$ cat src/hw/rtl/assert_macros.svh
// Assertion macros shared by the sbus frame receiver RTL.
// Depends on nothing; included by files that carry concurrent checks.
`ifndef ASSERT_MACROS_SVH
`define ASSERT_MACROS_SVH

// Property must hold at every clock edge outside reset.
`define ASSERT_ON(lbl, clk, rst_n, prop) \
    lbl: assert property (@(posedge clk) disable iff (!rst_n) (prop)) \
        else $error("sbfr assertion failed");

// Condition must never be true outside reset.
`define ASSERT_NEVER(lbl, clk, rst_n, cond) \
    lbl: assert property (@(posedge clk) disable iff (!rst_n) !(cond)) \
        else $error("sbfr forbidden condition seen");

`endif

$ cat src/hw/rtl/sbfr_pkg.sv
// Package for the sbus frame receiver: frame layout constants and shared types.
// No dependencies.
`timescale 1ns / 1ps

package sbfr_pkg;

    localparam int BYTE_W        = 8;
    localparam int FRAME_BYTES   = 25;
    localparam int CHANNELS      = 16;
    localparam int POS_W         = 5;
    localparam int CH_W          = 4;
    localparam int VAL_W         = 11;
    localparam int BANK_SLOTS    = 32;
    localparam int RAM_DEPTH     = 2 * BANK_SLOTS;
    localparam int RAM_ADDR_W    = 6;
    localparam int ACC_W         = 18;
    localparam int ACC_CNT_W     = 5;
    localparam int CFG_IDX_W     = 1;

    // frame byte positions
    localparam logic [POS_W-1:0] PAYLOAD_FIRST = 5'd1;
    localparam logic [POS_W-1:0] PAYLOAD_LAST  = 5'd22;
    localparam logic [POS_W-1:0] FLAGS_POS     = 5'd23;
    localparam logic [POS_W-1:0] LAST_POS      = 5'(FRAME_BYTES - 1);

    // flags byte bits
    localparam int LOST_BIT     = 2;
    localparam int FAILSAFE_BIT = 3;

    localparam logic [CH_W-1:0]      LAST_CHANNEL = 4'(CHANNELS - 1);
    localparam logic [ACC_CNT_W-1:0] VAL_BITS     = 5'(VAL_W);
    localparam logic [ACC_CNT_W-1:0] BYTE_BITS    = 5'(BYTE_W);

    // configuration register indexes and reset values
    localparam logic [CFG_IDX_W-1:0] CFG_START_MARKER = 1'd0;
    localparam logic [CFG_IDX_W-1:0] CFG_END_MARKER   = 1'd1;
    localparam logic [BYTE_W-1:0]    START_RESET      = 8'h0F;
    localparam logic [BYTE_W-1:0]    END_RESET        = 8'h00;

    // per-frame information handed from front to back
    typedef struct packed {
        logic lost;
        logic failsafe;
    } desc_t;

    // frame buffer write port driven by the front
    typedef struct packed {
        logic                  en;
        logic [RAM_ADDR_W-1:0] addr;
        logic [BYTE_W-1:0]     data;
    } ram_wr_t;

    typedef enum logic {
        BK_IDLE,
        BK_RUN
    } back_state_t;

endpackage

$ cat src/hw/rtl/sbfr_front.sv
// Front of the sbus frame receiver: sync hunt, byte collection, marker check.
// Depends on sbfr_pkg; writes payload bytes into the back's frame buffer.
`timescale 1ns / 1ps

module sbfr_front (
    input  logic                             clk,
    input  logic                             rst_n,
    input  logic                             push,
    input  logic                             full,
    input  logic [sbfr_pkg::BYTE_W-1:0]      rx_byte,
    input  logic                             cfg_wr_en,
    input  logic [sbfr_pkg::CFG_IDX_W-1:0]   cfg_addr,
    input  logic [sbfr_pkg::BYTE_W-1:0]      cfg_wdata,
    output sbfr_pkg::ram_wr_t                ram_wr,
    output logic                             desc_push,
    output sbfr_pkg::desc_t                  desc
);

    logic [sbfr_pkg::BYTE_W-1:0] start_marker_reg;
    logic [sbfr_pkg::BYTE_W-1:0] end_marker_reg;
    logic                        in_sync_reg, in_sync_next;
    logic [sbfr_pkg::POS_W-1:0]  pos_reg, pos_next;
    logic                        bank_reg, bank_next;
    logic [sbfr_pkg::BYTE_W-1:0] byte0_reg;
    logic                        lost_reg;
    logic                        failsafe_reg;
    logic                        accept;
    logic                        frame_end;

    // configuration registers
    always_ff @(posedge clk or negedge rst_n)
    begin
        if (!rst_n)
        begin
            start_marker_reg <= sbfr_pkg::START_RESET;
            end_marker_reg   <= sbfr_pkg::END_RESET;
        end
        else if (cfg_wr_en)
        begin
            unique case (cfg_addr)
                sbfr_pkg::CFG_START_MARKER: start_marker_reg <= cfg_wdata;
                sbfr_pkg::CFG_END_MARKER:   end_marker_reg   <= cfg_wdata;
                default: ;
            endcase
        end
    end

    assign accept    = push && !full;
    assign frame_end = accept && in_sync_reg && (pos_reg == sbfr_pkg::LAST_POS);

    // sync and byte position tracking
    always_comb
    begin
        in_sync_next = in_sync_reg;
        pos_next     = pos_reg;
        bank_next    = bank_reg;
        if (accept)
        begin
            if (!in_sync_reg)
            begin
                if (rx_byte == start_marker_reg)
                begin
                    in_sync_next = 1'b1;
                    pos_next     = sbfr_pkg::PAYLOAD_FIRST;
                end
            end
            else if (frame_end)
            begin
                in_sync_next = 1'b0;
                pos_next     = '0;
                if (desc_push)
                    bank_next = !bank_reg;
            end
            else
            begin
                pos_next = pos_reg + 5'd1;
            end
        end
    end

    always_ff @(posedge clk or negedge rst_n)
    begin
        if (!rst_n)
        begin
            in_sync_reg <= 1'b0;
            pos_reg     <= '0;
            bank_reg    <= 1'b0;
        end
        else
        begin
            in_sync_reg <= in_sync_next;
            pos_reg     <= pos_next;
            bank_reg    <= bank_next;
        end
    end

    // opening byte and flag bits are kept locally
    always_ff @(posedge clk)
    begin
        if (accept && !in_sync_reg && (rx_byte == start_marker_reg))
            byte0_reg <= rx_byte;
        if (accept && in_sync_reg && (pos_reg == sbfr_pkg::FLAGS_POS))
        begin
            lost_reg     <= rx_byte[sbfr_pkg::LOST_BIT];
            failsafe_reg <= rx_byte[sbfr_pkg::FAILSAFE_BIT];
        end
    end

    // payload bytes go to the current buffer bank
    always_comb
    begin
        ram_wr.en   = accept && in_sync_reg
                      && (pos_reg >= sbfr_pkg::PAYLOAD_FIRST)
                      && (pos_reg <= sbfr_pkg::PAYLOAD_LAST);
        ram_wr.addr = {bank_reg, pos_reg};
        ram_wr.data = rx_byte;
    end

    // a frame is handed on only when both markers match
    assign desc_push     = frame_end && (byte0_reg == start_marker_reg)
                           && (rx_byte == end_marker_reg);
    assign desc.lost     = lost_reg;
    assign desc.failsafe = failsafe_reg;

endmodule

$ cat src/hw/rtl/sbfr_desc_fifo.sv
// Two-entry queue of frame descriptors between front and back.
// Depends on sbfr_pkg and assert_macros.svh.
`timescale 1ns / 1ps
`include "assert_macros.svh"

module sbfr_desc_fifo (
    input  logic            clk,
    input  logic            rst_n,
    input  logic            push,
    input  sbfr_pkg::desc_t wdata,
    input  logic            pop,
    output sbfr_pkg::desc_t rdata,
    output logic            full,
    output logic            empty
);

    sbfr_pkg::desc_t entry_reg [2];
    logic            wr_ptr_reg, wr_ptr_next;
    logic            rd_ptr_reg, rd_ptr_next;
    logic [1:0]      count_reg, count_next;

    assign full  = (count_reg == 2'd2);
    assign empty = (count_reg == 2'd0);
    assign rdata = entry_reg[rd_ptr_reg];

    // pointer and occupancy update
    always_comb
    begin
        wr_ptr_next = push ? !wr_ptr_reg : wr_ptr_reg;
        rd_ptr_next = pop  ? !rd_ptr_reg : rd_ptr_reg;
        count_next  = count_reg + {1'b0, push} - {1'b0, pop};
    end

    always_ff @(posedge clk or negedge rst_n)
    begin
        if (!rst_n)
        begin
            wr_ptr_reg <= 1'b0;
            rd_ptr_reg <= 1'b0;
            count_reg  <= '0;
        end
        else
        begin
            wr_ptr_reg <= wr_ptr_next;
            rd_ptr_reg <= rd_ptr_next;
            count_reg  <= count_next;
        end
    end

    always_ff @(posedge clk)
    begin
        if (push)
            entry_reg[wr_ptr_reg] <= wdata;
    end

    `ASSERT_NEVER(a_no_push_when_full, clk, rst_n, push && full)
    `ASSERT_NEVER(a_no_pop_when_empty, clk, rst_n, pop && empty)

endmodule

$ cat src/hw/rtl/sbfr_back.sv
// Back of the sbus frame receiver: frame buffer, bit unpacker, result register.
// Depends on sbfr_pkg and assert_macros.svh; fed by sbfr_front via sbfr_desc_fifo.
`timescale 1ns / 1ps
`include "assert_macros.svh"

module sbfr_back (
    input  logic                           clk,
    input  logic                           rst_n,
    input  sbfr_pkg::ram_wr_t              ram_wr,
    input  logic                           desc_valid,
    input  sbfr_pkg::desc_t                desc,
    output logic                           desc_pop,
    input  logic                           pop,
    output logic                           empty,
    output logic [sbfr_pkg::CH_W-1:0]      channel_index,
    output logic [sbfr_pkg::VAL_W-1:0]     channel_value,
    output logic                           lost_frame,
    output logic                           failsafe_active,
    output logic                           last_of_frame
);

    logic [sbfr_pkg::BYTE_W-1:0] frame_ram [sbfr_pkg::RAM_DEPTH];

    sbfr_pkg::back_state_t           state_reg, state_next;
    logic                            bank_reg;
    logic [sbfr_pkg::POS_W-1:0]      rd_idx_reg;
    logic                            rd_pending_reg;
    logic [sbfr_pkg::BYTE_W-1:0]     rd_data_reg;
    logic [sbfr_pkg::ACC_W-1:0]      acc_reg, acc_next;
    logic [sbfr_pkg::ACC_CNT_W-1:0]  acc_cnt_reg, acc_cnt_next;
    logic [sbfr_pkg::CH_W-1:0]       chan_reg;
    logic                            out_valid_reg;
    logic                            take;
    logic                            out_free;
    logic                            emit;
    logic                            issue;
    logic                            start;
    logic                            done;

    // frame buffer, two banks of payload bytes
    always_ff @(posedge clk)
    begin
        if (ram_wr.en)
            frame_ram[ram_wr.addr] <= ram_wr.data;
        if (issue)
            rd_data_reg <= frame_ram[{bank_reg, rd_idx_reg}];
    end

    // handshake and unpack control
    assign take     = pop && out_valid_reg;
    assign out_free = !out_valid_reg || take;
    assign emit     = (state_reg == sbfr_pkg::BK_RUN)
                      && (acc_cnt_reg >= sbfr_pkg::VAL_BITS) && out_free;
    assign issue    = (state_reg == sbfr_pkg::BK_RUN) && !rd_pending_reg
                      && (acc_cnt_reg < sbfr_pkg::VAL_BITS)
                      && (rd_idx_reg <= sbfr_pkg::PAYLOAD_LAST);
    assign done     = emit && (chan_reg == sbfr_pkg::LAST_CHANNEL);
    assign start    = (state_reg == sbfr_pkg::BK_IDLE) && desc_valid;

    // next state
    always_comb
    begin
        state_next = state_reg;
        unique case (state_reg)
            sbfr_pkg::BK_IDLE: if (desc_valid) state_next = sbfr_pkg::BK_RUN;
            sbfr_pkg::BK_RUN:  if (done)       state_next = sbfr_pkg::BK_IDLE;
            default:                           state_next = sbfr_pkg::BK_IDLE;
        endcase
    end

    // state outputs
    always_comb
    begin
        unique case (state_reg)
            sbfr_pkg::BK_RUN: desc_pop = done;
            default:          desc_pop = 1'b0;
        endcase
    end

    // bit accumulator: bytes enter at the top, 11-bit values leave at the bottom
    always_comb
    begin
        acc_next     = acc_reg;
        acc_cnt_next = acc_cnt_reg;
        if (start)
        begin
            acc_next     = '0;
            acc_cnt_next = '0;
        end
        else if (rd_pending_reg)
        begin
            acc_next     = acc_reg
                           | (sbfr_pkg::ACC_W'(rd_data_reg) << acc_cnt_reg);
            acc_cnt_next = acc_cnt_reg + sbfr_pkg::BYTE_BITS;
        end
        else if (emit)
        begin
            acc_next     = acc_reg >> sbfr_pkg::VAL_W;
            acc_cnt_next = acc_cnt_reg - sbfr_pkg::VAL_BITS;
        end
    end

    always_ff @(posedge clk or negedge rst_n)
    begin
        if (!rst_n)
        begin
            state_reg      <= sbfr_pkg::BK_IDLE;
            bank_reg       <= 1'b0;
            rd_idx_reg     <= sbfr_pkg::PAYLOAD_FIRST;
            rd_pending_reg <= 1'b0;
            acc_reg        <= '0;
            acc_cnt_reg    <= '0;
            chan_reg       <= '0;
            out_valid_reg  <= 1'b0;
        end
        else
        begin
            state_reg      <= state_next;
            rd_pending_reg <= issue;
            acc_reg        <= acc_next;
            acc_cnt_reg    <= acc_cnt_next;
            if (done)
                bank_reg <= !bank_reg;
            if (start)
                rd_idx_reg <= sbfr_pkg::PAYLOAD_FIRST;
            else if (issue)
                rd_idx_reg <= rd_idx_reg + 5'd1;
            if (start)
                chan_reg <= '0;
            else if (emit)
                chan_reg <= chan_reg + 4'd1;
            if (emit)
                out_valid_reg <= 1'b1;
            else if (take)
                out_valid_reg <= 1'b0;
        end
    end

    // result register
    always_ff @(posedge clk)
    begin
        if (emit)
        begin
            channel_index   <= chan_reg;
            channel_value   <= acc_reg[sbfr_pkg::VAL_W-1:0];
            lost_frame      <= desc.lost;
            failsafe_active <= desc.failsafe;
            last_of_frame   <= (chan_reg == sbfr_pkg::LAST_CHANNEL);
        end
    end

    assign empty = !out_valid_reg;

    // a fetched byte always fits into the accumulator
    `ASSERT_ON(a_acc_room, clk, rst_n, rd_pending_reg |-> (acc_cnt_reg < sbfr_pkg::VAL_BITS))
    // the last channel consumes exactly the last payload bit
    `ASSERT_ON(a_frame_drained, clk, rst_n,
        desc_pop |-> ((acc_cnt_reg == sbfr_pkg::VAL_BITS) && !rd_pending_reg
                      && (rd_idx_reg == sbfr_pkg::FLAGS_POS)))

endmodule

$ cat src/hw/rtl/sbus_frame_receiver.sv
// sbus frame receiver: 16-channel S.Bus frame decoder.
// Input channel: push/full with rx_byte; one byte is taken in any cycle in
//   which push is high and full is low.
// Result channel: empty/pop; while empty is low the oldest channel result is
//   on channel_index, channel_value, lost_frame, failsafe_active and
//   last_of_frame, and pop takes it.
// Configuration: cfg_wr_en writes cfg_wdata to start marker (index 0) or end
//   marker (index 1) in the same cycle; write only while the block is idle.
// Throughput: one byte per cycle at the input while full is low. A valid
//   frame is unpacked by a bit accumulator fed one buffer byte at a time into
//   its 16 results.
// Two frame buffer banks and a two-entry queue let a new frame be collected
//   while the previous one drains; full is high while two decoded frames are
//   held. At one byte per cycle that happens even with an eager receiver.
// Reset: markers return to 0x0F and 0x00, sync is lost, queues are emptied.
// A stalled receiver holds the current result; bytes keep flowing until the
//   queue fills.
// Depends on sbfr_pkg, sbfr_front, sbfr_desc_fifo, sbfr_back.
`timescale 1ns / 1ps

module sbus_frame_receiver (
    input  logic                             clk,
    input  logic                             rst_n,
    input  logic                             push,
    output logic                             full,
    input  logic [sbfr_pkg::BYTE_W-1:0]      rx_byte,
    output logic                             empty,
    input  logic                             pop,
    output logic [sbfr_pkg::CH_W-1:0]        channel_index,
    output logic [sbfr_pkg::VAL_W-1:0]       channel_value,
    output logic                             lost_frame,
    output logic                             failsafe_active,
    output logic                             last_of_frame,
    input  logic                             cfg_wr_en,
    input  logic [sbfr_pkg::CFG_IDX_W-1:0]   cfg_addr,
    input  logic [sbfr_pkg::BYTE_W-1:0]      cfg_wdata
);

    sbfr_pkg::ram_wr_t ram_wr;
    sbfr_pkg::desc_t   push_desc;
    sbfr_pkg::desc_t   head_desc;
    logic              desc_push;
    logic              desc_pop;
    logic              desc_empty;

    // byte collection and frame check
    sbfr_front u_front (
        .clk       (clk),
        .rst_n     (rst_n),
        .push      (push),
        .full      (full),
        .rx_byte   (rx_byte),
        .cfg_wr_en (cfg_wr_en),
        .cfg_addr  (cfg_addr),
        .cfg_wdata (cfg_wdata),
        .ram_wr    (ram_wr),
        .desc_push (desc_push),
        .desc      (push_desc)
    );

    // decoded frames waiting for unpack
    sbfr_desc_fifo u_desc_fifo (
        .clk   (clk),
        .rst_n (rst_n),
        .push  (desc_push),
        .wdata (push_desc),
        .pop   (desc_pop),
        .rdata (head_desc),
        .full  (full),
        .empty (desc_empty)
    );

    // channel unpack and result register
    sbfr_back u_back (
        .clk             (clk),
        .rst_n           (rst_n),
        .ram_wr          (ram_wr),
        .desc_valid      (!desc_empty),
        .desc            (head_desc),
        .desc_pop        (desc_pop),
        .pop             (pop),
        .empty           (empty),
        .channel_index   (channel_index),
        .channel_value   (channel_value),
        .lost_frame      (lost_frame),
        .failsafe_active (failsafe_active),
        .last_of_frame   (last_of_frame)
    );

endmodule
$ cat config.mk
export PLATFORM = sky130hd
export DESIGN_NAME = sbus_frame_receiver
export DESIGN_NICKNAME = d
export VERILOG_FILES = /design/src/hw/rtl/sbfr_pkg.sv /design/src/hw/rtl/sbfr_front.sv /design/src/hw/rtl/sbfr_desc_fifo.sv /design/src/hw/rtl/sbfr_back.sv /design/src/hw/rtl/sbus_frame_receiver.sv
export VERILOG_INCLUDE_DIRS = /design/src /design/src/hw/rtl
export SDC_FILE = /design/constraint.sdc
export NUM_CORES = 1
export LEC_CHECK = 0
export BUFFER_PORTS_ARGS = -buffer_cell sky130_fd_sc_hd__buf_4
export CAP_MARGIN = 20
export CORE_AREA = 2 2 320 322
export DETAILED_ROUTE_END_ITERATION = 16
export DIE_AREA = 0 0 322 324
export SKIP_CTS_REPAIR_TIMING = 1
export SLEW_MARGIN = 20
export SYNTH_ARGS = -nofsm -noshare
export SYNTH_HDL_FRONTEND = slang
export SYNTH_HIERARCHICAL = 1
export SYNTH_SLANG_ARGS = --single-unit
$ cat constraint.sdc
create_clock -name clk -period 3.6 [get_ports clk]
set_input_delay 0.72 -clock clk [delete_from_list [all_inputs] [get_ports clk]]
set_output_delay 0.72 -clock clk [all_outputs]
set_load 0.03 [all_outputs]
; Word level (Yosys, flattened, before mapping)
; Memory sizes are Yosys's and may differ from the RTL's. A register that Yosys moved wholly into a read port is not among the register bits.
; Cells that the tools add are included.
[op_classes]
eq_ne = 7
order_cmp = 5
add_sub_neg = 7
reduce_logical = 38
n_bitwise = 3
n_shift = 1
n_mux = 26
[op_table]
columns = cell, count
row1 = 2-to-1 mux 18 bit, 3
row2 = 2-to-1 mux 5 bit, 8
row3 = == test 8 bit, 3
row4 = logical AND 1 bit, 18
row5 = OR 18 bit, 1
row6 = << shifter 8 x 5 -> 18 bit, 1
row7 = 2-to-1 mux 1 bit, 12
row8 = adder 5 x 1 -> 5 bit (second input constant), 2
row9 = == test 5 bit (second input constant), 2
row10 = less-or-equal comparator 5 bit (second input constant), 2
row11 = logical NOT 1 bit, 9
row12 = 2-to-1 mux 4 bit, 2
row13 = nonzero test 2 bit, 4
row14 = AND reduction 2 bit, 3
row15 = adder 5 x 4 -> 5 bit (second input constant), 1
row16 = greater-or-equal comparator 5 x 1 -> 1 bit (second input constant), 1
row17 = greater-or-equal comparator 5 x 4 -> 1 bit (second input constant), 1
row18 = less-than comparator 5 x 4 -> 1 bit (second input constant), 1
row19 = subtractor 5 x 4 -> 5 bit (second input constant), 1
row20 = adder 4 x 1 -> 4 bit (second input constant), 1
row21 = == test 4 bit (second input constant), 1
row22 = AND reduction 4 bit, 1
row23 = nonzero test 3 bit, 1
row24 = adder 2 x 1 -> 2 bit, 1
row25 = 6 further kinds, 7
[totals]
mem_count = 2
wordCells = 111
ramBits = 516
output_inout_bits = 20
regBits = 89
inputBits = 22
[mem_list]
columns = name, words, word_bits, read_ports, rd_ports_with_merged_regs, write_ports, line_no
row1 = u_back.frame_ram, 64, 8, 1, 1, 1, sbfr_back.sv:22  ; logic [sbfr_pkg::BYTE_W-1:0] frame_ram [sbfr_pkg::RAM_DEPTH];
row2 = u_desc_fifo.entry_reg, 2, 2, 1, 1, 1, sbfr_desc_fifo.sv:17  ; sbfr_pkg::desc_t entry_reg [2];

; Depth between registers and ports, before layout
; Gate-level depths: netlist (run 1).
[depth]
ltp_word = 9
depth_mapped = 11
mapped_depth_nobuf = 8

; By module
; Netlist (run 1), hierarchy kept.
[modules_own_cells]
columns = module, seq_area_each_um2, area_each_um2, instances, cells_per_inst
row1 = sbfr_back, 17057.6, 22870.7, 1, 1205
row2 = sbfr_front, 880.8, 1757.9, 1, 142
row3 = sbfr_desc_fifo, 220.2, 339.1, 1, 21
row4 = sbus_frame_receiver, 0.0, 3.8, 1, 1

; Worst setup path after synthesis (run 1)
; OpenSTA, ideal clock, no wires.
[synth_timing]
path_type = in2reg
from = input port push
to = memory u_back/frame_ram[48][0] (netlist bit) (enable)
t_arrival_ns = 2.648
setup_slack_ns = 0.569
setup_ns = 0.383
t_required_ns = 3.217
cell_stages = 7
n_path_buf = 1
path_cell_list = nor2b_1 nand2_1 clkbuf_1 a221oi_1 nor2b_1 nand4b_1 nor3_1
[synth_lines]
columns = item, line_no
row1 = from (decl), sbus_frame_receiver.sv:24  ; input logic push,
row2 = to (decl), sbfr_back.sv:22

; Worst setup path after layout (run 1)
[layout_timing]
from = register u_back/rd_idx_reg[0] (netlist bit)
to = register u_back/rd_data_reg[4] (netlist bit) (read register of u_back.frame_ram), data pin
[layout_via]
elab_chain_len = 2
[layout_rtl]
columns = item, line_no
row1 = from (decl), sbfr_back.sv:26  ; logic [sbfr_pkg::POS_W-1:0] rd_idx_reg;
row2 = from (signal assigned), sbfr_back.sv:109  ; rd_idx_reg <= sbfr_pkg::PAYLOAD_FIRST;
row3 = from (signal assigned), sbfr_back.sv:125  ; rd_idx_reg <= sbfr_pkg::PAYLOAD_FIRST;
row4 = from (signal assigned), sbfr_back.sv:127  ; rd_idx_reg <= rd_idx_reg + 5'd1;
row5 = less-or-equal comparator 5 bit, sbfr_back.sv:56  ; && (rd_idx_reg <= sbfr_pkg::PAYLOAD_LAST);
row6 = logical AND 1 bit, sbfr_back.sv:56
row7 = to (decl), sbfr_back.sv:28  ; logic [sbfr_pkg::BYTE_W-1:0] rd_data_reg;
; Several ways; a longest one is shown, not always the timed one.
; A chain may end at the register's enable or synchronous reset.

==> impl_metrics.env, run 1 <==
export IMPL_postRouteAntennaNets=0
export IMPL_yosysTopAreaCell="edfxtp_1"
export IMPL_synth_top_family_by_area="multiplexers"
export IMPL_final_cell_mix="edfxtp_1 (552), buf_4 (145), nor2_1 (104), mux4_2 (104), mux2i_1 (93)"
export IMPL_required_ns=3.98
export IMPL_cp_end_kind="flop"
export IMPL_gp_congestion=0.839
export IMPL_synthDominantCellAreaShare_pct=66.4
export IMPL_grt_pass1_wl_um=88400
export IMPL_power_mw=21.7
export IMPL_grt_pass1_vias=13496
export IMPL_drive_gt1_share_pct=24.3
export IMPL_grt_overflow_total=0
export IMPL_syn_inst=1369
export IMPL_worst_ep_arrival_time_ns=3.47
export IMPL_finalSetupViolations=0
export IMPL_syn_cell_area_sq_mm=0.0250
export IMPL_criticalPathCategory="flop to flop"
export IMPL_dieArea_sq_mm=0.104
export IMPL_die_x_um=322
export IMPL_port_buffers=41
export IMPL_drv_slew=0
export IMPL_io_pins=42
export IMPL_grt_start_max_net_pins=68
export IMPL_dr_wl_met3_um=4220
export IMPL_dp_hpwl_um=37900
export IMPL_fp_row_count=117
export IMPL_synth_compound_area_share_pct=4.06
export IMPL_fmax_ghz=0.323
export IMPL_ctsRootBufferMaster="clkbuf_16"
export IMPL_seqPwrFrac_pct=42.2
export IMPL_largest_reg_flops=512
export IMPL_clock_skew_ns=0.0141
export IMPL_clk_latency_ns=0.62
export IMPL_vias=13151
export IMPL_max_cap_violations=0
export IMPL_wl_met1_um=24600
export IMPL_swShare_pct=32.2
export IMPL_cts_tree="yes"
export IMPL_synth_xor_area_share_pct=1.29
export IMPL_synth_cell_types=65
export IMPL_synth_warnings=6
export IMPL_fin_crit_ns=3.09
export IMPL_mostFrequentLayoutCell="edfxtp_1"
export IMPL_met2_length_um=28500
export IMPL_hold_worst_slack_ns=0.212
export IMPL_drt_iter0_markers=1197
export IMPL_pre_cts_ws_ns=0.553
export IMPL_intPower_mw=14.7
export IMPL_track_usage_pct=11.4
export IMPL_syn_area_per_cell_sq_um=18.2
export IMPL_clk_pin_slew_worst_paths_ns=0.06
export IMPL_powerDensity_mw_per_mm2=744
export IMPL_synth_ff_type="edfxtp_1"
export IMPL_outcome="complete, no violations"
export IMPL_highest_layer="met4"
export IMPL_synthToLayoutAreaGrowth_pct=17.0
export IMPL_worstMarginPinSlew_ns=0.912
export IMPL_final_hold_viol_count=0
export IMPL_synth_edf_count=552
export IMPL_combPwrFrac_pct=28.8
export IMPL_cts_num_sinks=615
export IMPL_drc=0
export IMPL_synth_async_sr_flop_share_pct=10.2
export IMPL_ys_ff_latch=615
export IMPL_cp_start_kind="flop"
export IMPL_die_h_um=324
export IMPL_cp_max_fo=34
export IMPL_p_sw_mw=7.00
export IMPL_synth_area_leaders="edfxtp_1 (66%), mux4_2 (9.4%), dfrtp_1 (5.8%)"
export IMPL_cts_inserted_buffers=59
export IMPL_postLayoutCoreUtil_pct=28.9
export IMPL_antenna_found_initial=1
export IMPL_dr_pass1_iters=5
export IMPL_rsz0062_at_grt="no"
export IMPL_fin_nets=1526
export IMPL_clock_path_buffers=3
export IMPL_post_drt_via_cell_ratio=4.61
export IMPL_ir_worst_vdd_mv=0.559
export IMPL_slew_headroom_pct=39.2
export IMPL_synthSimpleGateAreaFrac_pct=4.77
export IMPL_synth_adder_area_share_pct=0.551
export IMPL_htreeDepth=2
export IMPL_initial_core_util_pct=24.7
export IMPL_yosysSeqAreaShare_pct=72.7
export IMPL_worst_slack_ns=0.506
export IMPL_power_leakage_nw=9.75
export IMPL_clockPowerShare_pct=29.0
export IMPL_crit_start="u_back/rd_idx_reg[0]"
export IMPL_r2r_start="u_back/rd_idx_reg[0]"
export IMPL_final_setup_tns_ns=0
export IMPL_syn_nets=1402
export IMPL_hp_class="primary input to asynchronous set/reset pin"
export IMPL_synthMuxAreaShare_pct=14.2
export IMPL_wire_per_inst_um=20.7
export IMPL_routed_wl_um=59200
export IMPL_coreArea_sq_mm=0.101
export IMPL_fin_crit_sh_pct=86.0
## cells by family after synthesis
logic type	after synthesis
buf+inv	97
compound gates	148
simple gates	242
xor+xnor	35
mux	221
fa+ha+maj	11
flops	615
## synthesized netlist by cell type, drive strengths merged (2+ instances only)
| cell | n |
|---|---|
| and3 | 7 |
| and2 | 6 |
| nand3b | 2 |
| or2 | 2 |
| dfstp | 5 |
| a41oi | 3 |
| mux2 | 23 |
| mux2i | 93 |
| nand4 | 6 |
| o32a | 2 |
| o22a | 6 |
| a211oi | 11 |
| nor4 | 6 |
| nor2b | 15 |
| inv | 11 |
| or3 | 4 |
| o31ai | 3 |
| nand3 | 16 |
| nand4b | 3 |
| a221oi | 23 |
| a31oi | 3 |
| o21ai | 29 |
| edfxtp | 552 |
| nor3 | 18 |
| xor2 | 26 |
| nand2b | 12 |
| nor2 | 105 |
| xnor2 | 8 |
| dfrtp | 58 |
| a21oi | 23 |
| a22oi | 8 |
| nand2 | 33 |
| o211ai | 9 |
| buf | 61 |
| o22ai | 18 |
| mux4 | 105 |
| ha | 11 |
| and4b | 2 |
| a311oi | 2 |
| clkbuf | 25 |
## routing by layer
layer,up-vias,GRT usage [%]
met5,-,0
met4,0,4.15
met2,466,18.6
li1,5719,-
met1,6871,14.5
met3,95,2.88
## path summary, 6_finish.rpt
path / end / slack, ns / depth (start not counted)
max: u_back/rd_data_reg[4] / 0.51 / 5
min: u_front/bank_reg / 0.21 / 1
max reg2reg: u_back/rd_data_reg[4] / 0.51 / 5
min reg2reg: u_back/channel_value[10] / 0.46 / 0
max in group asynchronous: u_back/rd_idx_reg[2] / 2.75 / 1
min in group clk: u_front/start_marker_reg[0] / 0.35 / 2
## area by class of cell
type	instances	area, sq um
Tap cell	1309	1640
Timing Repair Buffer	149	1170
Inverter	11	41.3
Fill cell	9911	71800
Antenna cell	1	2.50
Clock inverter	36	409
Sequential cell	615	18200
Clock buffer	74	1550
Multi-Input combinational cell	657	6220
## stage by stage
stage	cell area [sq um]	instances
floorplan	25000	1369
global placement	27200	2741
detailed placement	27200	2741
CTS	29200	2851
global route	29200	2851
finish	29200	2852
## worst max-delay path, cell delays in order (launching register included)
cell      delay (ns)
dfstp_4         1.04
buf_4           0.33
mux4_2          0.51
mux2i_1         0.59
a211oi_1        0.18
o22a_1          0.18
## power groups by stage
stage          clock network, mW  registers (mW)  logic (mW)
6_report                    6.30            9.17        6.26
5_1_grt                     6.71            9.24        6.68
4_1_cts                     6.43            9.17        6.27
3_5_place_dp                   0            9.31        6.25
3_3_place_gp                   0            9.29        6.19
2_1_floorplan                  0            8.92        4.54
Note: power is estimated with default switching activity, not from simulation.
==> run 2: changes to the inputs <==
- CORE_AREA: 2 2 320 322 -> 10 10 328 330
- DIE_AREA: 0 0 322 324 -> 0 0 338 340
==> impl_metrics.env, run 2 (synthesized netlist as in run 1, its figures left out) <==
export IMPL_cp_cell_sequence="inv_1, ha_1, o21bai_1, a221oi_1, nor2b_1, nand3_1, nor2_1"
export IMPL_power_leakage_nw=9.84
export IMPL_coreArea_sq_mm=0.101
export IMPL_finalNonFillerCells=2919
export IMPL_ir_worst_vdd_mv=0.403
export IMPL_clock_skew_ns=0.0291
export IMPL_multi_input_area_sq_mm=0.00622
export IMPL_drv_slew=0
export IMPL_mostFrequentLayoutCell="edfxtp_1"
export IMPL_fmax_ghz=0.310
export IMPL_cp_max_fo=12
export IMPL_crit_start="u_front/pos_reg[0]"
export IMPL_powerDensity_mw_per_mm2=750
export IMPL_largest_reg_flops=512
export IMPL_clock_path_buffers=3
export IMPL_vias=13248
export IMPL_clk_pin_slew_worst_paths_ns=0.06
export IMPL_hp_class="primary input to asynchronous set/reset pin"
export IMPL_clk_latency_ns=0.64
export IMPL_design_area_sq_mm=0.0295
export IMPL_outcome="complete, no violations"
export IMPL_grt_pass1_wl_um=89600
export IMPL_worst_path_largest_cell_delay_ns=0.66
export IMPL_nFillCells=9888
export IMPL_drc=0
export IMPL_port_buffers=41
export IMPL_crit_path_top_delay_cell="a221oi_1"
export IMPL_fin_nets=1531
export IMPL_io_pins=42
export IMPL_final_setup_tns_ns=0
export IMPL_fp_row_count=117
export IMPL_synthToLayoutAreaGrowth_pct=18.0
export IMPL_die_h_um=340
export IMPL_dp_cells=2803
export IMPL_wire_per_inst_um=20.4
export IMPL_die_x_um=338
export IMPL_cts_tree="yes"
export IMPL_track_usage_pct=10.2
export IMPL_post_drt_via_cell_ratio=4.54
export IMPL_cts_num_sinks=615
export IMPL_rsz0062_at_grt="no"
export IMPL_pre_cts_ws_ns=0.467
export IMPL_max_cap_violations=0
export IMPL_final_cell_mix="edfxtp_1 (552), buf_4 (148), nor2_1 (104), mux4_2 (104), mux2i_1 (93)"
export IMPL_dr_pass1_iters=7
export IMPL_dp_hpwl_um=38400
export IMPL_ctsRootBufferMaster="clkbuf_16"
export IMPL_register_area_sq_mm=0.0182
export IMPL_grt_start_max_net_pins=67
export IMPL_drive_gt1_share_pct=25.0
export IMPL_gp_congestion=0.851
export IMPL_criticalPathCategory="flop to flop"
export IMPL_routed_wl_um=59600
export IMPL_fin_crit_ns=3.22
export IMPL_fin_crit_sh_pct=89.5
export IMPL_cp_end_kind="flop"
export IMPL_dpl_instance_area_sq_mm=0.0273
export IMPL_finalSetupViolations=0
export IMPL_worst_ep_arrival_time_ns=3.48
export IMPL_r2r_start="u_front/pos_reg[0]"
export IMPL_grt_overflow_total=0
export IMPL_required_ns=3.86
export IMPL_final_hold_viol_count=0
export IMPL_hold_worst_slack_ns=0.203
export IMPL_dieArea_sq_mm=0.115
export IMPL_antenna_cells=0
export IMPL_grt_pass1_vias=13573
export IMPL_worstMarginPinSlew_ns=0.934
export IMPL_worst_slack_ns=0.377
export IMPL_postRouteAntennaNets=0
export IMPL_slew_headroom_pct=37.5
export IMPL_cp_start_kind="flop"
export IMPL_antenna_found_initial=0
export IMPL_initial_core_util_pct=24.7
export IMPL_htreeDepth=2
export IMPL_drt_iter0_markers=1126
export IMPL_cts_inserted_buffers=61
==> run 2: cell types whose count changed in the layout (fill, tap and decap cells not counted), sizes merged <==
| cell | previous run | this run |
|---|---|---|
| clkbuf | 74 | 77 |
| buf | 149 | 152 |
| clkinv | 24 | 23 |
| bufinv | 9 | 12 |
| clkinvlp | 2 | 3 |
| diode | 1 | 0 |
==> run 2: area by class of cell <==
| cell class | instances | share of cell area (%) |
|---|---|---|
| tap | 1368 | 5.81 |
| multi-input combinational | 657 | 21.1 |
| sequential | 615 | 61.7 |
| inverter | 11 | 0.140 |
| clock inverter | 39 | 1.70 |
| timing repair buffer | 152 | 4.04 |
| clock buffer | 77 | 5.53 |
==> run 2: worst paths after layout <==
check / cells past startpoint / end / slack (ns)
hold / removal: 1 / u_front/in_sync_reg / 0.20
min in group clk: 2 / u_front/end_marker_reg[6] / 0.34
setup reg to reg: 7 / u_back/frame_ram[46][4] / 0.38
setup / recovery: 7 / u_back/frame_ram[46][4] / 0.38
hold reg to reg: 0 / u_desc_fifo/entry_reg[1][1] / 0.46
max in group asynchronous: 1 / u_back/rd_idx_reg[1] / 2.77
==> run 2: report_power, final <==
part / internal [mW] / total (mW) / switching, mW
logic: 2.70 / 6.27 / 3.58
clock network: 4.05 / 6.71 / 2.65
registers: 8.36 / 9.12 / 0.760
total: 15.1 / 22.1 / 6.99
==> run 2: per-stage QoR <==
stage | utilization [%] | power, mW
after floorplan | - | 13.5
after global placement | 27.0 | 15.4
after detailed placement | 27.0 | 15.5
after CTS | 29.1 | 22.3
after global routing | 29.1 | 23.1
final | 29.1 | 22.1
==> run 2: metal layers <==
| metal | vias up | part of all wire [%] | global-route usage (%) |
|---|---|---|---|
| met5 | - | 0 | 0 |
| met1 | 6972 | 43 | 13.9 |
| met4 | 0 | 3.1 | 3.67 |
| li1 | 5738 | - | - |
| met3 | 105 | 6.0 | 1.61 |
| met2 | 433 | 48 | 16.3 |
==> run 2: worst max-delay path: cells and delay by family, from the launching register on <==
| family | cells | cell delay, ns |
|---|---|---|
| buffers and inverters | 1 | 0.21 |
| adders and majority gates | 1 | 0.19 |
| AOI/OAI and AO/OA | 2 | 0.74 |
| DFF | 1 | 0.55 |
| and+or+nand+nor | 3 | 1.18 |
